<file path="config.mk">
export PLATFORM = sky130hd
export DESIGN_NAME = tcw_cmd_fifo
export DESIGN_NICKNAME = d
export VERILOG_FILES = /design/src/hw/rtl/tcw_pkg.sv /design/src/hw/rtl/tcw_cmd_fifo.sv
export SDC_FILE = /design/constraint.sdc
export NUM_CORES = 1
export LEC_CHECK = 0
export ABC_AREA = 0
export BUFFER_PORTS_ARGS = -buffer_cell sky130_fd_sc_hd__buf_2
export CAP_MARGIN = 5
export CORE_MARGIN = 2
export CORE_UTILIZATION = 40
export CTS_CLUSTER_SIZE = 28
export DETAILED_ROUTE_END_ITERATION = 8
export PLACE_DENSITY = 0.73
export SYNTH_ARGS = -nofsm -noshare
export SYNTH_HDL_FRONTEND = slang
export SYNTH_SLANG_ARGS = --single-unit
</file>
<file path="constraint.sdc">
create_clock -name clk -period 3.19 [get_ports clk]
set_input_delay 0.7975 -clock clk [delete_from_list [all_inputs] [get_ports clk]]
set_output_delay 0.7975 -clock clk [all_outputs]
set_load 0.05 [all_outputs]
</file>
<file path="src/hw/rtl/tcw_pkg.sv">
// shared constants, types and helpers of the text console writer
package tcw_pkg;

    // geometry
    localparam int COLUMNS = 80;
    localparam int ROWS    = 25;
    localparam int CELLS   = ROWS * COLUMNS;

    localparam int COL_W  = $clog2(COLUMNS);
    localparam int ROW_W  = $clog2(ROWS + 1);
    localparam int ADDR_W = $clog2(CELLS);
    localparam int POS_W  = $clog2(CELLS + 1);

    // item and cell field widths
    localparam int ACTION_W = 2;
    localparam int BYTE_W   = 8;
    localparam int INDEX_W  = 11;
    localparam int CURPOS_W = 11;
    localparam int CELL_W   = 2 * BYTE_W;

    // command queue depth
    localparam int CMDQ_DEPTH = 2;
    localparam int CMDQ_PTR_W = (CMDQ_DEPTH > 1) ? $clog2(CMDQ_DEPTH) : 1;
    localparam int CMDQ_CNT_W = $clog2(CMDQ_DEPTH + 1);

    // action codes
    localparam logic [ACTION_W-1:0] ACT_PUT   = 2'd0;
    localparam logic [ACTION_W-1:0] ACT_CLEAR = 2'd1;
    localparam logic [ACTION_W-1:0] ACT_READ  = 2'd2;

    // character codes
    localparam logic [BYTE_W-1:0] CH_BS       = 8'h08;
    localparam logic [BYTE_W-1:0] CH_TAB      = 8'h09;
    localparam logic [BYTE_W-1:0] CH_NL       = 8'h0A;
    localparam logic [BYTE_W-1:0] CH_CR       = 8'h0D;
    localparam logic [BYTE_W-1:0] CH_SPACE    = 8'h20;
    localparam logic [BYTE_W-1:0] CH_ZERO     = 8'h30;
    localparam logic [BYTE_W-1:0] CH_THREE    = 8'h33;
    localparam logic [BYTE_W-1:0] CH_FOUR     = 8'h34;
    localparam logic [BYTE_W-1:0] CH_NINE     = 8'h39;
    localparam logic [BYTE_W-1:0] CH_LBRACKET = 8'h5B;
    localparam logic [BYTE_W-1:0] CH_M        = 8'h6D;

    localparam logic [BYTE_W-1:0] ATTR_RESET = 8'h07;
    localparam logic [BYTE_W-1:0] ATTR_FG_KEEP = 8'h0F;
    localparam logic [BYTE_W-1:0] ATTR_BG_KEEP = 8'hF0;

    typedef enum logic [1:0] {
        OP_PUT,
        OP_CLEAR,
        OP_READ,
        OP_NOP
    } cmd_op_t;

    typedef enum logic [1:0] {
        K_PRINT,
        K_NEWLINE,
        K_BACKSPACE,
        K_IGNORE
    } byte_kind_t;

    typedef enum logic [1:0] {
        ESC_IDLE,
        ESC_BRACKET,
        ESC_SELECT,
        ESC_DIGIT
    } esc_phase_t;

    typedef enum logic [2:0] {
        BK_INIT,
        BK_IDLE,
        BK_EXEC,
        BK_PRIME,
        BK_SCROLL,
        BK_CLEAR,
        BK_DONE
    } back_state_t;

    typedef struct packed {
        cmd_op_t            op;
        byte_kind_t         kind;
        logic [BYTE_W-1:0]  char_byte;
        logic [INDEX_W-1:0] cell_index;
        logic [BYTE_W-1:0]  attr;
    } cmd_t;

    function automatic byte_kind_t byte_kind(input logic [BYTE_W-1:0] b);
        byte_kind_t k;
        unique case (b) inside
            CH_NL:         k = K_NEWLINE;
            CH_TAB, CH_CR: k = K_IGNORE;
            CH_BS:         k = K_BACKSPACE;
            default:       k = K_PRINT;
        endcase
        return k;
    endfunction

    function automatic logic [POS_W-1:0] cell_pos(input logic [ROW_W-1:0] row,
                                                  input logic [COL_W-1:0] col);
        return POS_W'(row) * POS_W'(COLUMNS) + POS_W'(col);
    endfunction

endpackage

</file>
<file path="src/hw/rtl/tcw_cmd_fifo.sv">
// short command queue between front and back end
module tcw_cmd_fifo
    import tcw_pkg::*;
(
    input  logic clk,
    input  logic rst_n,
    input  logic push,
    input  cmd_t push_data,
    output logic full,
    input  logic pop,
    output cmd_t pop_data,
    output logic empty
);
    cmd_t                  entry_reg [CMDQ_DEPTH];
    logic [CMDQ_PTR_W-1:0] wr_ptr_reg, wr_ptr_next;
    logic [CMDQ_PTR_W-1:0] rd_ptr_reg, rd_ptr_next;
    logic [CMDQ_CNT_W-1:0] count_reg, count_next;

    assign full     = (count_reg == CMDQ_CNT_W'(CMDQ_DEPTH));
    assign empty    = (count_reg == '0);
    assign pop_data = entry_reg[rd_ptr_reg];

    always_comb
    begin
        wr_ptr_next = wr_ptr_reg;
        rd_ptr_next = rd_ptr_reg;
        if (push)
        begin
            wr_ptr_next = (wr_ptr_reg == CMDQ_PTR_W'(CMDQ_DEPTH - 1)) ? '0
                          : wr_ptr_reg + 1'b1;
        end
        if (pop)
        begin
            rd_ptr_next = (rd_ptr_reg == CMDQ_PTR_W'(CMDQ_DEPTH - 1)) ? '0
                          : rd_ptr_reg + 1'b1;
        end
        case ({push, pop})
            2'b10:   count_next = count_reg + 1'b1;
            2'b01:   count_next = count_reg - 1'b1;
            default: count_next = count_reg;
        endcase
    end

    always_ff @(posedge clk or negedge rst_n)
    begin
        if (!rst_n)
        begin
            wr_ptr_reg <= '0;
            rd_ptr_reg <= '0;
            count_reg  <= '0;
        end
        else
        begin
            wr_ptr_reg <= wr_ptr_next;
            rd_ptr_reg <= rd_ptr_next;
            count_reg  <= count_next;
        end
    end

    always_ff @(posedge clk)
    begin
        if (push)
        begin
            entry_reg[wr_ptr_reg] <= push_data;
        end
    end

    assert property (@(posedge clk) disable iff (!rst_n) !(push && full))
        else $error("command pushed into full queue");
    assert property (@(posedge clk) disable iff (!rst_n) !(pop && empty))
        else $error("command popped from empty queue");
    assert property (@(posedge clk) disable iff (!rst_n)
                     count_reg <= CMDQ_CNT_W'(CMDQ_DEPTH))
        else $error("queue count beyond depth");
endmodule

</file>
# Yosys cells after proc, flatten, opt, wreduce, memory -nomap -nowiden
# Memory sizes are Yosys's and may differ from the RTL's.
# Index checks and enable logic that the tools add are counted.
op_classes:
  n_mux: 5
  n_eq_ne: 3
  n_reduce_logical: 2
  add_sub_neg: 4
op_table:
  columns: ["operator", "count"]
  rows:
  - ["2-bit equality test, second input constant", 2]
  - ["1-bit two-way mux", 4]
  - ["2-bit one-hot mux with 2 select lines", 1]
  - ["1-bit adder, second input constant", 2]
  - ["2-bit by 1-bit adder with 2-bit output, second input constant", 1]
  - ["2-bit by 1-bit equality test with 1-bit output, second input constant", 1]
  - ["2-bit zero test", 1]
  - ["2-bit nonzero test", 1]
  - ["2-bit by 1-bit subtractor with 2-bit output, second input constant", 1]
totals:
  reg_bits: 4
  ramBits: 62
  out_inout_bits: 33
  memories: 1
  word_cells: 18
mem_list:
  columns: ["name", "depth", "width", "rd", "rd_ports_with_merged_regs", "wr", "line_no", "source"]
  rows:
  - ["entry_reg", 2, 31, 1, 0, 1, "tcw_cmd_fifo.sv:14", "cmd_t entry_reg [CMDQ_DEPTH];"]

# Longest topological paths before layout
depth:
  word_depth: 2
  mapped_depth: 5
  mapped_depth_nobuf: 5

# Worst setup path after synthesis
# Ideal clock, no wire load.
synth_timing:
  path_kind: "input port to flip-flop"
  start: "input port push"
  end: "memory entry_reg[0][0] (netlist bit), enable pin"
  arrival_time_ns: 2.161
  setup_ns: 0.420
  path_stages: 2
  slack_ns: 0.610
  cell_sequence: "inv_1 > nor2_1"
synth_via:
  elab_chain_len: 2
synth_lines:
  columns: ["element", "line_no", "source"]
  rows:
  - ["start, declared", "tcw_cmd_fifo.sv:7", "input logic push,"]
  - ["1-bit two-way mux", "tcw_cmd_fifo.sv:62", "if (push)"]
  - ["1-bit two-way mux (implied by the code)", "tcw_cmd_fifo.sv:64", "entry_reg[wr_ptr_reg] <= push_data;"]
  - ["end, declared", "tcw_cmd_fifo.sv:14", null]
# Every way passes these cells.

==> flow_results.xml <==
<?xml version="1.0" encoding="UTF-8"?>
<metrics>
  <group name="cts">
    <metric name="cts-buffers-inserted" unit="">9</metric>
    <metric name="cts.hold.buffers_added" unit="">0</metric>
    <metric name="h_tree_depth" unit="">3</metric>
    <metric name="worstSkewPairLatency" unit="ps">320</metric>
    <metric name="cts-resized-gates" unit="">0</metric>
    <metric name="path_clk_slew" unit="ps">60</metric>
    <metric name="cts_setup_buffers" unit="">0</metric>
    <metric name="clk_root_buffer_cell" unit="">sky130_fd_sc_hd__clkbuf_8</metric>
    <metric name="tritoncts_clock_tree" unit="">yes</metric>
    <metric name="clock_sink_count" unit="">66</metric>
    <metric name="ctsLongestPathBuffers" unit="">2</metric>
  </group>
  <group name="power_and_ir_drop">
    <metric name="p_leak" unit="nW">1.303</metric>
    <metric name="ir_worst_vdd" unit="uV">508.8</metric>
    <metric name="power_per_cell_area" unit="mW/mm2">1036</metric>
  </group>
  <group name="hold_path">
    <metric name="worst_hold_path_type" unit="">primary input to asynchronous set/reset pin</metric>
  </group>
  <group name="timing">
    <metric name="final_critical_path_time_including_i_o_delays_and_setup" unit="ps">2669</metric>
    <metric name="worst_slew_pin_tran" unit="ps">558.3</metric>
    <metric name="final-max-slew-violation-count" unit="">0</metric>
    <metric name="final_hold_viols" unit="">0</metric>
    <metric name="rsz0062_at_grt" unit="">false</metric>
    <metric name="period_share" unit="%">83.66</metric>
    <metric name="finalSetupTns" unit="ps">0</metric>
    <metric name="report.final.setup_viol" unit="">0</metric>
    <metric name="slew_headroom" unit="%">62.78</metric>
    <metric name="clock.fmax" unit="GHz">0.3747</metric>
    <metric name="fin_skew" unit="ps">4.766</metric>
  </group>
  <group name="grt">
    <metric name="grtUsageTotal" unit="%">11.46</metric>
    <metric name="grt_pass1_wl" unit="um">6078</metric>
    <metric name="via_count_of_the_first_global_routing_pass" unit="">1290</metric>
    <metric name="initial_antenna_violation_count" unit="">0</metric>
    <metric name="gr-total-overflow" unit="">0</metric>
    <metric name="grt_max_degree" unit="">21</metric>
  </group>
  <group name="final_layout">
    <metric name="filler_cell_count" unit="">541</metric>
    <metric name="layout_common_cells" unit="">sky130_fd_sc_hd__buf_2 (67), sky130_fd_sc_hd__edfxtp_1 (62), sky130_fd_sc_hd__mux2_4 (29)</metric>
    <metric name="ff_latch_area" unit="mm2">0.001963</metric>
    <metric name="multiInputGateArea" unit="um2">546.8</metric>
    <metric name="layout_commonest_cell" unit="">sky130_fd_sc_hd__buf_2</metric>
    <metric name="proportion_of_layout_cells_with_a_drive_suffix_above_1" unit="%">59.09</metric>
    <metric name="areaGrowthSynthToFinish" unit="%">22.97</metric>
    <metric name="antenna_cells" unit="">0</metric>
    <metric name="largest_register_ff_count" unit="">62</metric>
    <metric name="post-route-cell-area" unit="mm2">0.003168</metric>
    <metric name="num-nets-final" unit="">229</metric>
  </group>
  <group name="yosys">
    <metric name="synthTopCellsByArea" unit="">sky130_fd_sc_hd__edfxtp_1 (72%), sky130_fd_sc_hd__mux2_4 (17%), sky130_fd_sc_hd__dfrtp_1 (3.9%), sky130_fd_sc_hd__buf_12 (2.3%), sky130_fd_sc_hd__xor2_1 (1.0%)</metric>
    <metric name="synth.cell_area" unit="mm2">0.002576</metric>
    <metric name="synthesis.instances" unit="">113</metric>
    <metric name="synth_compound_gate_area_share" unit="%">0</metric>
    <metric name="synth.mux.area_fraction" unit="%">17.78</metric>
    <metric name="synth-adder-area-share" unit="%">0.4857</metric>
    <metric name="netlist.top_cell.by_area" unit="">sky130_fd_sc_hd__edfxtp_1</metric>
    <metric name="synth.lib_cells_used.distinct" unit="">13</metric>
    <metric name="synthesized_net_count" unit="">149</metric>
    <metric name="synth_top_area_share" unit="%">72.27</metric>
    <metric name="combinational_family_with_the_most_area_after_synthesis" unit="">multiplexers</metric>
    <metric name="synth_seq_area_share" unit="%">76.15</metric>
    <metric name="post_synth_xor_area_fraction" unit="%">1.700</metric>
    <metric name="postSynthRegisterBits" unit="">66</metric>
    <metric name="postSynthAreaPerCell" unit="um2">22.80</metric>
    <metric name="post_synth_and_or_nand_nor_area_fraction" unit="%">0.9713</metric>
    <metric name="yosysWarningCount" unit="">0</metric>
  </group>
  <group name="route">
    <metric name="routed_length_per_placed_instance" unit="um">14.29</metric>
    <metric name="dr.pass1.iters" unit="">2</metric>
    <metric name="first_iter_violations" unit="">39</metric>
    <metric name="route.vias.total" unit="">1252</metric>
    <metric name="antenna_left" unit="">0</metric>
    <metric name="drc_errors" unit="">0</metric>
    <metric name="route.detailed.vias_per_inst" unit="">4.553</metric>
    <metric name="route.final.wire_length" unit="um">3930</metric>
  </group>
  <group name="floorplanning">
    <metric name="floorplan.rows" unit="">29</metric>
    <metric name="io_pins" unit="">68</metric>
    <metric name="die_outline_area" unit="mm2">0.007099</metric>
    <metric name="design.core.area" unit="mm2">0.006277</metric>
    <metric name="die_w" unit="um">84.26</metric>
    <metric name="initial_core_util" unit="%">41.04</metric>
    <metric name="die_h" unit="um">84.26</metric>
  </group>
  <group name="critical_path">
    <metric name="path_class" unit="">flip-flop to output port</metric>
    <metric name="crit_path_end_kind" unit="">output port</metric>
    <metric name="cp-startpoint" unit="">rd_ptr_reg</metric>
    <metric name="required" unit="ps">2390</metric>
    <metric name="critPathMaxFanout" unit="">19</metric>
    <metric name="critical_path.reg2reg.startpoint" unit="">wr_ptr_reg</metric>
    <metric name="start_kind" unit="">flip-flop</metric>
    <metric name="cp.arrival" unit="ps">1870</metric>
    <metric name="rr_worst_depth" unit="">2</metric>
  </group>
  <group name="placement">
    <metric name="finalWeightedCongestion" unit="">0.7206</metric>
    <metric name="buffer_ports.inserted" unit="">67</metric>
    <metric name="postPlaceCellArea" unit="mm2">0.002990</metric>
    <metric name="dp.final_hpwl" unit="um">2739</metric>
  </group>
  <group name="status">
    <metric name="result_of_the_run" unit="">complete, no violations</metric>
  </group>
  <group name="flow_run">
    <metric name="maxCapViolCount" unit="">0</metric>
  </group>
</metrics>
## logic make-up after synthesis
kind of cell	count (synthesis)
flip-flops	66
multiplexers	31
XOR/XNOR	5
buffers and inverters	5
AND/OR/NAND/NOR	5
adder cells (fa/ha/maj)	1
## critical path, stage by stage, from the launching register on
cell,delay [ps]
sky130_fd_sc_hd__dfrtp_2,730
sky130_fd_sc_hd__buf_4,300
sky130_fd_sc_hd__mux2_4,320
sky130_fd_sc_hd__buf_2,210
## where the power goes
group          internal (W)  total [W]  switching, W
Sequential          0.00115    0.00127      0.000116
Combinational      0.000472    0.00138      0.000907
Clock              0.000355   0.000633      0.000277
Total               0.00198    0.00328       0.00130
## cell usage after synthesis
library cell and count:
sky130_fd_sc_hd__edfxtp_1 62, sky130_fd_sc_hd__mux2_4 29, sky130_fd_sc_hd__dfrtp_1 4, sky130_fd_sc_hd__buf_12 3, sky130_fd_sc_hd__nor2_1 3, sky130_fd_sc_hd__xor2_1 3, sky130_fd_sc_hd__mux2_2 2, sky130_fd_sc_hd__xnor2_1 2
sky130_fd_sc_hd__and2_1 1, sky130_fd_sc_hd__and2b_1 1, sky130_fd_sc_hd__buf_6 1, sky130_fd_sc_hd__ha_1 1, sky130_fd_sc_hd__inv_1 1
## final timing paths
path	to	slack [ps]
setup / recovery	pop_data[29]	520
hold reg to reg	count_reg[1]	490
min in group clk	count_reg[1]	490
setup reg to reg	entry_reg[0][22]	1720
max in group asynchronous	rd_ptr_reg	2790
hold / removal	count_reg[1]	270
## metal layers
| layer | global-route usage [%] | share of wire [%] | vias to the layer above |
|---|---|---|---|
| met3 | 4.818 | 8.1 | 7 |
| met5 | 0 | 0 | - |
| met1 | 13.24 | 40 | 603 |
| li1 | - | - | 597 |
| met4 | 6.158 | 1.2 | 0 |
| met2 | 18.18 | 50 | 45 |
## per-stage QoR
| stage | cells | setup WS [ps] | hold slack (ps) | util [%] | power [W] |
|---|---|---|---|---|---|
| floorplan | 113 | 609.9 | 455.5 | - | 0.002481 |
| global placement | 259 | 885.6 | 473.2 | 47.64 | 0.002670 |
| detailed placement | 259 | 833.3 | 481.4 | 47.64 | 0.002685 |
| CTS | 275 | 473.2 | 251.4 | 50.47 | 0.003322 |
| global route | 275 | 427.3 | 251.7 | 50.47 | 0.003425 |
| finish | 275 | 521.1 | 267.5 | 50.47 | 0.003283 |
## cell type report
cell class / count / share of cell area [%]
Sequential cell: 66 / 61.97
Multi-Input combinational cell: 42 / 17.26
Timing Repair Buffer: 73 / 12.01
Clock buffer: 12 / 4.265
Tap cell: 77 / 3.041
Clock inverter: 4 / 1.343
Inverter: 1 / 0.1185
Note: power is estimated with default switching activity, not from simulation.
